### src/design/rbbc_pkg.sv
`timescale 1ns / 1ps
// ----------------------------------------------------------------------------
// rbbc_pkg
// Types, codes and constants shared by the two-LED breathing and blinking
// controller.
// ----------------------------------------------------------------------------
package rbbc_pkg;

	localparam int NUM_CH      = 6;
	localparam int CH_PER_LED  = 3;
	localparam int DUTY_W      = 8;
	localparam int TIME_W      = 32;
	localparam int CFG_IDX_W   = 2;

	localparam logic [DUTY_W-1:0] DUTY_MAX        = '1;
	localparam logic [DUTY_W-1:0] DUTY_TOP_RST    = 8'd100;
	localparam logic [DUTY_W-1:0] DUTY_BOTTOM_RST = 8'd10;

	localparam int BLINK_PERIOD  = 500;
	localparam int BLINK_HALF    = 250;
	localparam int BLINK_QUARTER = BLINK_PERIOD / 4;
	localparam int RECIP_SHIFT   = 37;
	localparam int RECIP_W       = 31;
	localparam int QUOT_W        = TIME_W - 2 + RECIP_W - RECIP_SHIFT;
	localparam logic [RECIP_W-1:0] BLINK_RECIP =
		RECIP_W'((64'd1 << RECIP_SHIFT) / BLINK_QUARTER);
	localparam int PHASE_W = 9;

	localparam logic [CFG_IDX_W-1:0] CFG_DUTY_TOP    = 2'd0;
	localparam logic [CFG_IDX_W-1:0] CFG_DUTY_BOTTOM = 2'd1;

	localparam logic [1:0] LED_ONE = 2'd1;
	localparam logic [1:0] LED_TWO = 2'd2;

	localparam logic [1:0] COLOUR_RED    = 2'd0;
	localparam logic [1:0] COLOUR_GREEN  = 2'd1;
	localparam logic [1:0] COLOUR_BLUE   = 2'd2;
	localparam logic [1:0] COLOUR_YELLOW = 2'd3;

	typedef enum logic [1:0] {
		REQ_SET  = 2'd0,
		REQ_TICK = 2'd1,
		REQ_EVAL = 2'd2,
		REQ_NONE = 2'd3
	} req_t;

	typedef enum logic [1:0] {
		MODE_OFF    = 2'd0,
		MODE_ON     = 2'd1,
		MODE_BREATH = 2'd2,
		MODE_BLINK  = 2'd3
	} mode_t;

	typedef struct packed {
		logic [1:0]        req_type;
		logic [1:0]        led_sel;
		logic [1:0]        colour;
		logic [1:0]        mode;
		logic [TIME_W-1:0] time_ms;
		logic [DUTY_W-1:0] pwm_red_one;
		logic [DUTY_W-1:0] pwm_green_one;
		logic [DUTY_W-1:0] pwm_blue_one;
		logic [DUTY_W-1:0] pwm_red_two;
		logic [DUTY_W-1:0] pwm_green_two;
		logic [DUTY_W-1:0] pwm_blue_two;
	} item_word_t;

	typedef struct packed {
		logic pin_red_one;
		logic pin_green_one;
		logic pin_blue_one;
		logic pin_red_two;
		logic pin_green_two;
		logic pin_blue_two;
	} pins_word_t;

	typedef struct packed {
		req_t              req;
		logic              set_en;
		mode_t             set_mode;
		logic [DUTY_W-1:0] pwm;
		logic              blink;
	} lane_ctrl_t;

	// Whether a colour code lights the channel at a given place within an LED.
	function automatic logic colour_lit(input logic [1:0] colour, input logic [1:0] pos);
		logic lit;
		lit = 1'b0;
		case (pos)
			2'd0:    lit = (colour == COLOUR_RED) || (colour == COLOUR_YELLOW);
			2'd1:    lit = (colour == COLOUR_GREEN) || (colour == COLOUR_YELLOW);
			2'd2:    lit = (colour == COLOUR_BLUE);
			default: lit = 1'b0;
		endcase
		return lit;
	endfunction

endpackage

### src/design/rbbc_blink.sv
`timescale 1ns / 1ps
// ----------------------------------------------------------------------------
// rbbc_blink
// Two-stage blink phase unit: works out time modulo the blink period by a
// reciprocal multiplication with one correction step.
// ----------------------------------------------------------------------------
module rbbc_blink
	import rbbc_pkg::*;
(
	input  logic              clk,
	input  logic              adv,
	input  logic [TIME_W-1:0] time_ms,
	output logic              blink
);

	logic [TIME_W-3:0]          quarter_in;
	logic [TIME_W-2+RECIP_W-1:0] prod;
	logic [QUOT_W-1:0]          quot_s1;
	logic [7:0]                 quarter_lo_s1;
	logic [1:0]                 low_s1;
	logic [7:0]                 rem_raw;
	logic [6:0]                 rem_fix;
	logic [PHASE_W-1:0]         phase_s2;

	// Period is four times the quarter, so only the upper bits need dividing.
	assign quarter_in = time_ms[TIME_W-1:2];
	assign prod       = quarter_in * BLINK_RECIP;

	always_ff @(posedge clk) begin
		if (adv) begin
			quot_s1       <= prod[TIME_W-2+RECIP_W-1:RECIP_SHIFT];
			quarter_lo_s1 <= quarter_in[7:0];
			low_s1        <= time_ms[1:0];
		end
	end

	// The estimate is low by at most one, so the remainder stays below twice
	// the divisor and fits in eight bits.
	assign rem_raw = quarter_lo_s1 - 8'(quot_s1[7:0] * 8'(BLINK_QUARTER));
	assign rem_fix = (rem_raw >= 8'(BLINK_QUARTER)) ? 7'(rem_raw - 8'(BLINK_QUARTER))
	                                                 : rem_raw[6:0];

	always_ff @(posedge clk) begin
		if (adv) begin
			phase_s2 <= {rem_fix, low_s1};
		end
	end

	assign blink = (phase_s2 > PHASE_W'(BLINK_HALF));

endmodule

### src/design/rbbc_lane.sv
`timescale 1ns / 1ps
// ----------------------------------------------------------------------------
// rbbc_lane
// One LED channel: holds its mode, breathing duty and ramp direction, and
// latches its pin on an evaluate word.
// ----------------------------------------------------------------------------
module rbbc_lane
	import rbbc_pkg::*;
(
	input  logic              clk,
	input  logic              arst_n,
	input  logic              en,
	input  lane_ctrl_t        ctrl,
	input  logic [DUTY_W-1:0] duty_top,
	input  logic [DUTY_W-1:0] duty_bottom,
	output logic              pin
);

	mode_t             mode_q, mode_d;
	logic [DUTY_W-1:0] duty_q, duty_d;
	logic              down_q, down_d;
	logic              pin_q, pin_d;

	always_comb begin
		logic [DUTY_W-1:0] duty_up;
		logic              down_mid;
		mode_d   = mode_q;
		duty_d   = duty_q;
		down_d   = down_q;
		pin_d    = pin_q;
		duty_up  = duty_q;
		down_mid = down_q;
		case (ctrl.req)
			REQ_SET: begin
				if (ctrl.set_en) begin
					mode_d = ctrl.set_mode;
				end
			end
			REQ_TICK: begin
				if (mode_q == MODE_BREATH) begin
					if (!down_q) begin
						duty_up  = (duty_q != DUTY_MAX) ? duty_q + 1'b1 : duty_q;
						down_mid = (duty_up >= duty_top);
					end
					duty_d = duty_up;
					down_d = down_mid;
					if (down_mid) begin
						duty_d = (duty_up != '0) ? duty_up - 1'b1 : duty_up;
						down_d = !(duty_d <= duty_bottom);
					end
				end
			end
			REQ_EVAL: begin
				case (mode_q)
					MODE_OFF:    pin_d = 1'b0;
					MODE_ON:     pin_d = 1'b1;
					MODE_BREATH: pin_d = (ctrl.pwm >= duty_q);
					MODE_BLINK:  pin_d = ctrl.blink;
					default:     pin_d = 1'b0;
				endcase
			end
			default: begin
			end
		endcase
	end

	always_ff @(posedge clk or negedge arst_n) begin
		if (!arst_n) begin
			mode_q <= MODE_OFF;
			duty_q <= '0;
			down_q <= 1'b0;
			pin_q  <= 1'b0;
		end else if (en) begin
			mode_q <= mode_d;
			duty_q <= duty_d;
			down_q <= down_d;
			pin_q  <= pin_d;
		end
	end

	assign pin = pin_q;

endmodule

### src/design/rgb_led_breath_blink_controller.sv
`timescale 1ns / 1ps
// ----------------------------------------------------------------------------
// rgb_led_breath_blink_controller
// Six channel lanes under one command decoder, with a blink phase pipeline
// and an output register that gathers the latched pins of both LEDs.
// ----------------------------------------------------------------------------
// An accepted item word passes item_s1 and item_s2, then the lane pin latches.
// Throughput: one word per cycle; the blink phase pipeline sets the depth.
// The whole pipeline holds while a finished pins word is stalled.
// Reset: all channels off, duties zero and ramping up, pins dark, limits 100/10.
// ----------------------------------------------------------------------------
module rgb_led_breath_blink_controller
	import rbbc_pkg::*;
(
	input  logic                 clk,
	input  logic                 arst_n,
	input  logic                 item_valid,
	output logic                 item_stall,
	input  item_word_t           item,
	output logic                 pins_valid,
	input  logic                 pins_stall,
	output pins_word_t           pins,
	input  logic                 cfg_we,
	input  logic [CFG_IDX_W-1:0] cfg_idx,
	input  logic [DUTY_W-1:0]    cfg_data
);

	logic              adv;
	logic              valid_s1, valid_s2, out_valid_q;
	item_word_t        item_s1, item_s2;
	logic              blink;
	logic [DUTY_W-1:0] duty_top_q, duty_bottom_q;
	logic [DUTY_W-1:0] pwm_s2 [NUM_CH];
	logic [NUM_CH-1:0] pin;
	lane_ctrl_t        ctrl [NUM_CH];

	assign adv        = !out_valid_q || !pins_stall;
	assign item_stall = !adv;

	always_ff @(posedge clk or negedge arst_n) begin
		if (!arst_n) begin
			duty_top_q    <= DUTY_TOP_RST;
			duty_bottom_q <= DUTY_BOTTOM_RST;
		end else if (cfg_we) begin
			case (cfg_idx)
				CFG_DUTY_TOP:    duty_top_q    <= cfg_data;
				CFG_DUTY_BOTTOM: duty_bottom_q <= cfg_data;
				default: begin
				end
			endcase
		end
	end

	always_ff @(posedge clk or negedge arst_n) begin
		if (!arst_n) begin
			valid_s1    <= 1'b0;
			valid_s2    <= 1'b0;
			out_valid_q <= 1'b0;
		end else if (adv) begin
			valid_s1    <= item_valid;
			valid_s2    <= valid_s1;
			out_valid_q <= valid_s2;
		end
	end

	always_ff @(posedge clk) begin
		if (adv) begin
			item_s1 <= item;
			item_s2 <= item_s1;
		end
	end

	rbbc_blink u_blink (
		.clk     (clk),
		.adv     (adv),
		.time_ms (item.time_ms),
		.blink   (blink)
	);

	assign pwm_s2[0] = item_s2.pwm_red_one;
	assign pwm_s2[1] = item_s2.pwm_green_one;
	assign pwm_s2[2] = item_s2.pwm_blue_one;
	assign pwm_s2[3] = item_s2.pwm_red_two;
	assign pwm_s2[4] = item_s2.pwm_green_two;
	assign pwm_s2[5] = item_s2.pwm_blue_two;

	for (genvar i = 0; i < NUM_CH; i++) begin : g_lane
		localparam logic [1:0] LANE_LED = (i < CH_PER_LED) ? LED_ONE : LED_TWO;
		localparam logic [1:0] LANE_POS = 2'(i % CH_PER_LED);

		always_comb begin
			ctrl[i].req      = req_t'(item_s2.req_type);
			ctrl[i].set_en   = (item_s2.led_sel == LANE_LED);
			ctrl[i].set_mode = colour_lit(item_s2.colour, LANE_POS) ? mode_t'(item_s2.mode)
			                                                        : MODE_OFF;
			ctrl[i].pwm      = pwm_s2[i];
			ctrl[i].blink    = blink;
		end

		rbbc_lane u_lane (
			.clk         (clk),
			.arst_n      (arst_n),
			.en          (adv && valid_s2),
			.ctrl        (ctrl[i]),
			.duty_top    (duty_top_q),
			.duty_bottom (duty_bottom_q),
			.pin         (pin[i])
		);
	end

	// The lane latches only change when a word moves into the output slot,
	// so they serve directly as the output payload.
	assign pins_valid         = out_valid_q;
	assign pins.pin_red_one   = pin[0];
	assign pins.pin_green_one = pin[1];
	assign pins.pin_blue_one  = pin[2];
	assign pins.pin_red_two   = pin[3];
	assign pins.pin_green_two = pin[4];
	assign pins.pin_blue_two  = pin[5];

endmodule

### config.mk
export PLATFORM = sky130hd
export DESIGN_NAME = rgb_led_breath_blink_controller
export DESIGN_NICKNAME = d
export VERILOG_FILES = /design/src/design/rbbc_pkg.sv /design/src/design/rbbc_blink.sv /design/src/design/rbbc_lane.sv /design/src/design/rgb_led_breath_blink_controller.sv
export SDC_FILE = /design/constraint.sdc
export NUM_CORES = 1
export LEC_CHECK = 0
export BUFFER_PORTS_ARGS = -buffer_cell sky130_fd_sc_hd__buf_2
export CAP_MARGIN = 20
export CELL_PAD_IN_SITES_DETAIL_PLACEMENT = 1
export CELL_PAD_IN_SITES_GLOBAL_PLACEMENT = 2
export CORE_MARGIN = 5
export CORE_UTILIZATION = 43
export CTS_CLUSTER_SIZE = 8
export DETAILED_ROUTE_END_ITERATION = 12
export PLACE_DENSITY = 0.81
export SLEW_MARGIN = 20
export SYNTH_ARGS = -nofsm -noshare
export SYNTH_HDL_FRONTEND = slang
export SYNTH_SLANG_ARGS = --single-unit
export TNS_END_PERCENT = 5
### constraint.sdc
create_clock -name clk -period 16.43 [get_ports clk]
set_clock_uncertainty 0.15 [all_clocks]
set_input_delay 1.643 -clock clk [delete_from_list [all_inputs] [get_ports clk]]
set_output_delay 1.643 -clock clk [all_outputs]
set_load 0.005 [all_outputs]
Word-level counts from Yosys, hierarchy flattened
Index checks and enable logic that the tools add are counted.
Cells by class
  add/subtract/negate cells: 14
  $mul: 2
  order comparisons: 20
  equality and inequality tests: 32
  multiplexer cells: 70
  reduce and logical (&&, ||, !) cells: 39
Operator list (number)
  8-bit 2-to-1 mux: 36
  8-bit >= comparator: 12
  8-bit by 1-bit adder with 8-bit output, second input constant: 6
  8-bit less-or-equal comparator: 6
  8-bit inequality test, second input constant: 6
  8-bit nonzero test: 6
  8-bit by 1-bit subtractor with 8-bit output, second input constant: 6
  30-bit by 31-bit multiplier with 45-bit output, second input constant: 1
  2-bit equality test, second input constant: 16
  1-bit 2-to-1 mux: 24
  1-bit one-hot mux with 4 select lines: 6
  3-bit AND reduction: 8
  2-bit by 1-bit equality test with 1-bit output, second input constant: 10
  2-bit logical NOT: 9
  9-bit by 8-bit greater-than comparator with 1-bit output, second input constant: 1
  1-bit logical NOT: 9
  8-bit by 7-bit >= comparator with 1-bit output, second input constant: 1
  8-bit by 7-bit multiplier with 8-bit output, second input constant: 1
  8-bit subtractor: 1
  7-bit 2-to-1 mux: 1
  7-bit subtractor, second input constant: 1
  2-bit 2-to-1 mux: 3
  2-bit AND reduction: 3
  1-bit logical OR: 3
  1-bit logical AND: 1
Storage, ports and cells
  bits in registers: 230
  bits of input ports: 103

Logic depth before layout (Yosys ltp)
Gate-level depths: netlist of the first run.
  word-level depth: 10
  mapped depth: 24
  mapped depth without buffers: 23

Hierarchy
Synthesis of the first run repeated with hierarchy kept, for this count alone.
Unflattened totals
  cells, all modules: 2958
  area, all modules: 29433.2 um2
Modules (own cells, without submodules)
  rbbc_blink: times used 1, cells an instance 1416, area each 14300.0 um2, sequential area each 810.8 um2
  rbbc_lane: times used 6, cells an instance 229, area each 1823.0 um2, sequential area each 300.3 um2
  rgb_led_breath_blink_controller: times used 1, cells an instance 168, area each 4195.3 um2, sequential area each 3844.9 um2

Worst setup path before layout of the first run
No wires, ideal clock.
  path type: input to register
  start point: input item[53] (netlist bit)
  end point: register u_blink.quot_s1[7] (data pin)
  library setup time: 272 ps
  arrival: 7221 ps
  slack: 8787 ps
  stages: 21
  path buffers: 0
  cells stage by stage: ha_1 > fa_1 > fa_1 > inv_1 > fa_1 > inv_1 > fa_1 > ha_1 > fa_1 > inv_1 > fa_1 > inv_1 > ha_1 > inv_1 > nor2_1 > nand4_1 > or2_1 > a31oi_1 > o211ai_1 > mux2i_1 > or4_1
Between the ends
  longest elaborated chain between the ends: 1
Ends and longest elaborated chain
  from (decl): RTL line rgb_led_breath_blink_controller.sv:19  | input item_word_t item,
  30-bit by 31-bit multiplier with 45-bit output: RTL line rbbc_blink.sv:27  | assign prod = quarter_in * BLINK_RECIP;
  via u_blink.prod[44]: RTL line rbbc_blink.sv:17  | logic [TIME_W-2+RECIP_W-1:0] prod;
  to (signal assigned): RTL line rbbc_blink.sv:31  | quot_s1 <= prod[TIME_W-2+RECIP_W-1:RECIP_SHIFT];
  to (decl): RTL line rbbc_blink.sv:18  | logic [QUOT_W-1:0] quot_s1;
The timed path passes the listed nets, and every way through them passes these cells.
A chain may end at the register's enable or synchronous reset.

Worst setup path in the final report of the first run
  start point: input item[62] (netlist bit)
  end point: register u_blink.quot_s1[0] (data pin)
The elaborated chain is that of the path after synthesis.

==> out/metrics.yaml, run 1 <==
timing:
  timing.final.crit_share_pct: 49.4
  fin_hold_ws_ns: 0.265
  setup_viol: 0
  fmax_ghz: 0.123
  tns_ns: 0
  drv_slew: 0
  hold_viol_final: 0
  rsz0062_at_grt: "false"
  slew_headroom_pct: 28.8
  worstMarginPinSlew_ns: 1.05
  finalCriticalPeriod_ns: 8.12
synth:
  synth_fp_nets: 3725
  synth-async-reset-ratio_pct: 39.6
  synth-seq-cells: 230
  yosysSeqAreaShare_pct: 22.7
  syn_avg_cell_area_um2: 9.95
  synth_area_um2: 28400
  syn_inst: 2856
  synth_ff_type: "edfxtp_1"
  ys_warn_count: 0
  ys_types: 85
  synth_edf_count: 139
clock_network:
  worstSkewPairLatency_ns: 0.54
  htreeDepth: 2
  hold_buffers: 0
  cts_tree: "done"
  cts.sinks: 230
  cts_made_buffers: 35
  cts_buffer_depth: 3
  ctsResizeCount: 0
  clkTransAtPathRegs_ns: 0.05
  postCtsSetupBuffers: 0
  cts_root_buffer: "clkbuf_16"
run:
  maxCapViolCount: 0
floorplan:
  io_pins: 111
  initial_core_util_pct: 43.3
  rows: 94
  die_width_um: 267
  die_area_um2: 71300
  die_h_um: 267
  core_um2: 65600
drt:
  drt_iter0_drc: 973
  highest_layer: "met4"
  via_per_inst: 5.43
  vias: 20808
  dr_wl_met3_mm: 3.04
  dr.pass1.iters: 5
  wire_per_inst_um: 21.7
  drt-met1-wl_mm: 35.2
  drc: 0
  routed_wl_mm: 83.2
  ant_nets: 0
  met2_wirelength_mm: 42.0
worst_hold_path:
  hold_class: "flop to flop"
  whs_path_depth: 0
placement:
  port_buffers: 110
  finalWeightedCongestion: 0.960
  dpl.hpwl_mm: 69.6
finish:
  areaGrowthSynthToFinish_pct: 8.33
  diodes: 0
  fillCellCount: 7387
  drive_gt1_share_pct: 7.49
  final_cell_mix: "inv_1 (515), ha_1 (474), fa_1 (292)"
  final_common_cell: "inv_1"
  multi_input_area_um2: 19700
  seqCellArea_um2: 6460
  final_nets: 3810
setup_path:
  start_kind: "primary input"
  endpoint_kind: "flop"
  critPathMaxFanout: 10
  required_ns: 16.56
  r2r_cells: 14
  worstPathArrival_ns: 8.25
  critPathKind: "primary input to flop"
grt:
  grt_pass1_wl_mm: 131
  overflow: 0
  global_route.usage.total_pct: 23.5
  antenna_found_initial: 3
  grt_pass1_vias: 23219
  grt_max_degree: 70
run_status:
  status: "finished, final reports clean"
[critical path, stage by stage]
cell	delay, ns
buf_2	0.38
ha_1	0.43
fa_1	0.53
inv_1	0.05
fa_1	0.43
fa_1	0.57
inv_1	0.06
fa_1	0.56
fa_1	0.43
fa_1	0.49
inv_1	0.05
fa_1	0.47
inv_1	0.04
ha_1	0.34
a21o_1	0.18
a211oi_1	0.23
o21a_1	0.17
o32ai_1	0.11
nor4b_1	0.59
o41ai_1	0.19
a31oi_1	0.23
xnor2_1	0.08
[layer usage]
metal / GRT usage, % / up-vias
li1: - / 9868
met1: 29.3 / 10504
met2: 42.3 / 323
met3: 3.45 / 113
met4: 7.25 / 0
met5: 0 / -
[cell families after synthesis]
group	after synthesis	share of synthesized area (%)
flip-flops	230	22.7
buffers and inverters	588	8.02
AND/OR/NAND/NOR	590	10.4
XOR/XNOR	115	3.59
multiplexers	69	2.56
adder cells (fa/ha/maj)	766	41.4
AO/OA/AOI/OAI	498	11.3
[area by class of cell]
type	count	share of cell area (%)
inverters	518	6.32
multi-input cells	2038	63.9
flip-flops and latches	230	21.0
well taps	864	3.51
clock buffers	58	3.13
repair buffers	118	1.99
clock inverters	3	0.122
[through the flow]
| step | std cells | area [um^2] | util [%] | setup WS (ns) |
|---|---|---|---|---|
| 6_report | 3829 | 30800 | 46.9 | 8.31 |
| 5_1_grt | 3829 | 30800 | 46.9 | 8.10 |
| 2_1_floorplan | 2856 | 28400 | - | 8.79 |
| 4_1_cts | 3829 | 30800 | 46.9 | 8.32 |
| 3_5_place_dp | 3768 | 29800 | 45.4 | 7.72 |
| 3_3_place_gp | 3768 | 29800 | 45.4 | 7.72 |
[sequential cells by signal, indices dropped and copies added (netlist names)]
signal and cells:
item_s1 56, ctrl 50, g_lane.u_lane.duty_q 48, g_lane.u_lane.mode_q 12, u_blink.phase_s2 9, duty_bottom_q 8, duty_top_q 8, u_blink.quarter_lo_s1 8
u_blink.quot_s1 8, g_lane.u_lane.down_q 6, g_lane.u_lane.pin 6, item_s2 6, u_blink.low_s1 2, pins_valid 1, valid_s1 1, valid_s2 1
[cell usage after synthesis (21+ instances only)]
cell type,instances,area [um^2]
mux2_2,28,315
inv_1,515,1930
nor3_1,47,235
a21o_1,82,616
a21oi_1,125,626
dfrtp_1,86,2150
nand4_1,37,231
o21ai_0,127,636
xnor2_1,93,815
nor2_1,112,420
clkbuf_1,46,173
mux2i_1,39,390
nand2_1,170,638
edfxtp_1,139,4170
nand3_1,69,345
fa_1,292,5850
xor2_1,21,184
ha_1,474,5930
nand2b_1,35,219
o21a_1,24,180
[final timing paths]
path	start	endpoint	slack (ns)
hold / removal	item_s1[31]	ctrl[50]	0.26
setup reg to reg	u_blink.quot_s1[0]	u_blink.phase_s2[6]	10.83
setup / recovery	item[62]	u_blink.quot_s1[0]	8.31
min in group asynchronous	arst_n	g_lane[3].u_lane.duty_q[3]	1.00
max in group asynchronous	arst_n	g_lane[2].u_lane.mode_q[1]	13.95
hold reg to reg	item_s1[31]	ctrl[50]	0.26
Power of run 1 is left out: the tool's default activity adds up to more than one toggle a clock period on the data nets, which glitch-free logic cannot reach.
==> run 2: changes to the inputs <==
--- a/config.mk
+++ b/config.mk
@@ -5,15 +5,16 @@
 export SDC_FILE = /design/constraint.sdc
 export NUM_CORES = 1
 export LEC_CHECK = 0
+export ABC_AREA = 1
 export BUFFER_PORTS_ARGS = -buffer_cell sky130_fd_sc_hd__buf_2
 export CAP_MARGIN = 20
 export CELL_PAD_IN_SITES_DETAIL_PLACEMENT = 1
 export CELL_PAD_IN_SITES_GLOBAL_PLACEMENT = 2
 export CORE_MARGIN = 5
-export CORE_UTILIZATION = 43
+export CORE_UTILIZATION = 40
 export CTS_CLUSTER_SIZE = 8
 export DETAILED_ROUTE_END_ITERATION = 12
-export PLACE_DENSITY = 0.81
+export PLACE_DENSITY = 0.79
 export SLEW_MARGIN = 20
 export SYNTH_ARGS = -nofsm -noshare
 export SYNTH_HDL_FRONTEND = slang
==> constraint.sdc (replaced) <==
create_clock -name clk -period 8.15 [get_ports clk]
set_clock_uncertainty 0.15 [all_clocks]
set_input_delay 0.815 -clock clk [delete_from_list [all_inputs] [get_ports clk]]
set_output_delay 0.815 -clock clk [all_outputs]
set_load 0.005 [all_outputs]
==> run 2 against run 1 <==
  * Via count grew 11%
  * Non-clock buffer count shrank 4
  * Count of clock-buffer cells in the layout grew 3
  * Register-to-register slack lost 7.4 ns
  * Final cell count grew 17%
  * Core utilization shrank 2.6 points
  * Flip-flop and latch count is the same
  * Hold slack gained 0.0015 ns
  * Routed wire length grew 7.6%
  * Global-route usage shrank 0.32 points
  * Largest cell class unchanged
==> out/metrics.yaml, run 2 <==
setup_path:
  crit_top_cell: "fa_1"  # unchanged
  path_cells: "buf_2 -> ha_1 -> inv_1 -> fa_1 -> inv_1 -> fa_1 -> inv_1 -> fa_1 -> inv_1 -> fa_1 -> fa_1 -> fa_1 -> ha_1 -> ha_1 -> nand2_1 -> inv_1 -> a21boi_0 -> o21ai_0 -> nand3_1 -> nand2_1 -> nand3_1 -> nand3_1 -> xnor2_1"  # was buf_2 -> ha_1 -> fa_1 -> inv_1 -> fa_1 -> fa_1 -> inv_1 -> fa_1 -> fa_1 -> fa_1 -> inv_1 -> fa_1 -> inv_1 -> ha_1 -> a21o_1 -> a211oi_1 -> o21a_1 -> o32ai_1 -> nor4b_1 -> o41ai_1 -> a31oi_1 -> xnor2_1
  critPathMaxFanout: 11  # was 10
  cpPeakStageDelay_ns: 0.54  # was 0.59 ns
  start_kind: "primary input"  # unchanged
  required_ns: 8.28  # was 16.56 ns
  worstPathArrival_ns: 6.72  # was 8.25 ns
  endpoint_kind: "flop"  # unchanged
  critPathKind: "primary input to flop"  # unchanged
  slowest_stage: "fa_1"  # was nor4b_1
drt:
  routed_wl_mm: 89.5  # was 83.2 mm
  dr.pass1.iters: 5  # unchanged
  via_per_inst: 5.16  # was 5.43
  wire_per_inst_um: 20.0  # was 21.7 um
  ant_nets: 0  # unchanged
  vias: 23090  # was 20,808
  drc: 0  # unchanged
  drt_iter0_drc: 975  # was 973
timing:
  timing.final.crit_share_pct: 80.8
  finalCriticalPeriod_ns: 6.58
  tns_ns: 0  # unchanged
  slew_headroom_pct: 43.8  # was 28.8%
  rsz0062_at_grt: "false"  # unchanged
  hold_viol_final: 0  # unchanged
  setup_viol: 0  # unchanged
  fmax_ghz: 0.152
  drv_slew: 0  # unchanged
  worstMarginPinSlew_ns: 0.836  # was 1.05 ns
clock_network:
  cts.sinks: 230  # unchanged
  cts_buffer_depth: 3  # unchanged
  clkTransAtPathRegs_ns: 0.05  # about the same
  cts_tree: "done"  # unchanged
  cts_root_buffer: "clkbuf_16"  # unchanged
  worstSkewPairLatency_ns: 0.56  # was 0.54 ns
  cts_made_buffers: 37  # was 35
  postCtsSetupBuffers: 0  # unchanged
  htreeDepth: 2  # unchanged
synth:
  synth-async-reset-ratio_pct: 39.6  # unchanged
  synth_area_um2: 29000  # was 28,400 um^2
  synth_common_cells: "inv_1 (732), nand2_1 (669), ha_1 (474)"  # was inv_1 (515), ha_1 (474), fa_1 (292)
  ys_warn_count: 0  # unchanged
  ys_types: 51  # was 85
  syn_inst: 3374  # was 2,856
  yosys.cell_count.top_type: "inv_1"  # unchanged
  syn_avg_cell_area_um2: 8.59  # was 9.95 um^2
  synth_edf_count: 139  # unchanged
  synth_top_area_share_pct: 20.5  # was 20.9%
  yosysSeqAreaShare_pct: 22.3  # was 22.7%
  synth-seq-cells: 230  # unchanged
  yosys.area.top_type: "ha_1"  # unchanged
  synth_ff_type: "edfxtp_1"  # unchanged
  synth_fp_nets: 4243  # was 3,725
  yosys-top-cells-area: "ha_1 (20%), fa_1 (20%), edfxtp_1 (14%)"  # was ha_1 (21%), fa_1 (21%), edfxtp_1 (15%)
worst_hold_path:
  hold_class: "flop to flop"  # unchanged
placement:
  dpl.hpwl_mm: 75.2  # was 69.6 mm
  finalWeightedCongestion: 0.946  # was 0.960
  port_buffers: 110  # unchanged
grt:
  grt_max_degree: 71  # was 70
  grt_pass1_vias: 25898  # was 23,219
  overflow: 0  # unchanged
  grt_pass1_wl_mm: 143  # was 131 mm
  global_route.usage.total_pct: 23.2  # was 23.5%
  antenna_found_initial: 1  # was 3
run:
  maxCapViolCount: 0  # unchanged
floorplan:
  core_um2: 71700  # was 65,600 um^2
  rows: 98  # was 94
  die_width_um: 279  # was 267 um
  io_pins: 111  # unchanged
  die_h_um: 279  # was 267 um
  initial_core_util_pct: 40.4  # was 43.3%
  die_area_um2: 78000  # was 71,300 um^2
finish:
  areaGrowthSynthToFinish_pct: 9.57  # was 8.33%
  drive_gt1_share_pct: 7.38  # was 7.49%
  diodes: 0  # unchanged
  final_cell_mix: "inv_1 (732), nand2_1 (668), ha_1 (474)"  # was inv_1 (515), ha_1 (474), fa_1 (292)
  largest_reg_flops: 56  # unchanged
  final_common_cell: "inv_1"  # unchanged
  final_nets: 4364  # was 3,810
  top_register: "item_s1"  # unchanged
run_status:
  status: "finished, final reports clean"  # unchanged
[run 2: cell types whose count changed in the layout (fill, tap and decap cells not counted), sizes merged, moves of 34 or more]
cell,delta
inv,+224
nand2b,-35
nand2,+531
nor3,-34
xnor2,-66
a21o,-70
nor2,+67
mux2i,-39
nand3,+140
[run 2: kinds of logic (layout without fill, tap and decap cells)]
group / after synthesis / after routing / share of synthesized area (%)
xor+xnor: 59 / 59 / 1.78
simple gates: 1188 / 1188 / 18.2
fa+ha+maj: 766 / 766 / 40.6
flops: 230 / 230 / 22.3
compound gates: 354 / 354 / 6.90
buf+inv: 777 / 927 / 10.3
[run 2: path summary, 6_finish.rpt]
check	from	to	slack (ns)	depth (start not counted)
worst max register to register	u_blink.quot_s1[0]	u_blink.phase_s2[3]	3.47	13
worst min-delay path	item_s1[83]	item_s2[83]	0.27	0
worst min register to register	item_s1[83]	item_s2[83]	0.27	0
worst max-delay path	item[54]	u_blink.quot_s1[7]	1.57	23
max in group asynchronous	arst_n	g_lane[0].u_lane.duty_q[3]	6.24	3
min in group asynchronous	arst_n	g_lane[1].u_lane.duty_q[6]	0.55	2
[run 2: per-layer routing]
| metal | vias to the layer above | routed length (um) | GRT usage (%) |
|---|---|---|---|
| met1 | 11572 | 38100 | 29.0 |
| met2 | 356 | 45100 | 41.9 |
| met5 | - | 0 | 0 |
| met4 | 0 | 3220 | 7.53 |
| li1 | 11024 | - | - |
| met3 | 138 | 3050 | 2.58 |
[run 2: critical path: cells and delay by family]
kind                     cells  cell delay, ns
adder cells (fa/ha/maj)      9            4.09
buffers and inverters        6            0.73
AO/OA/AOI/OAI                2            0.49
AND/OR/NAND/NOR              5            0.45
XOR/XNOR                     1            0.13
[run 2: per-stage QoR]
stage / setup slack, ns / hold WS [ns] / area (um^2) / util [%] / cells
after floorplan: 2.00 / 0.250 / 29000 / - / 3374
after global placement: 1.00 / 0.254 / 30600 / 42.6 / 4405
after global routing: 1.30 / 0.247 / 31800 / 44.3 / 4474
final: 1.57 / 0.266 / 31800 / 44.3 / 4474
after detailed placement: 0.978 / 0.257 / 30600 / 42.6 / 4405
after CTS: 1.59 / 0.232 / 31800 / 44.3 / 4474
[run 2: final cells by class]
class                           count  area (um^2)
Timing Repair Buffer              114          589
Multi-Input combinational cell   2367        19600
Tap cell                          950         1190
Inverter                          745         2800
Sequential cell                   230         6460
Clock buffer                       61         1080
Clock inverter                      7         85.1
Fill cell                        8560        40000
[run 2: what timing repair did]
| item | in CTS | in global routing |
|---|---|---|
| hold endpoints to repair | 20 | 0 |
| gates resized for setup | 0 | 0 |
| hold buffers | 1 | 0 |
Power of run 2 is left out for the same reason.
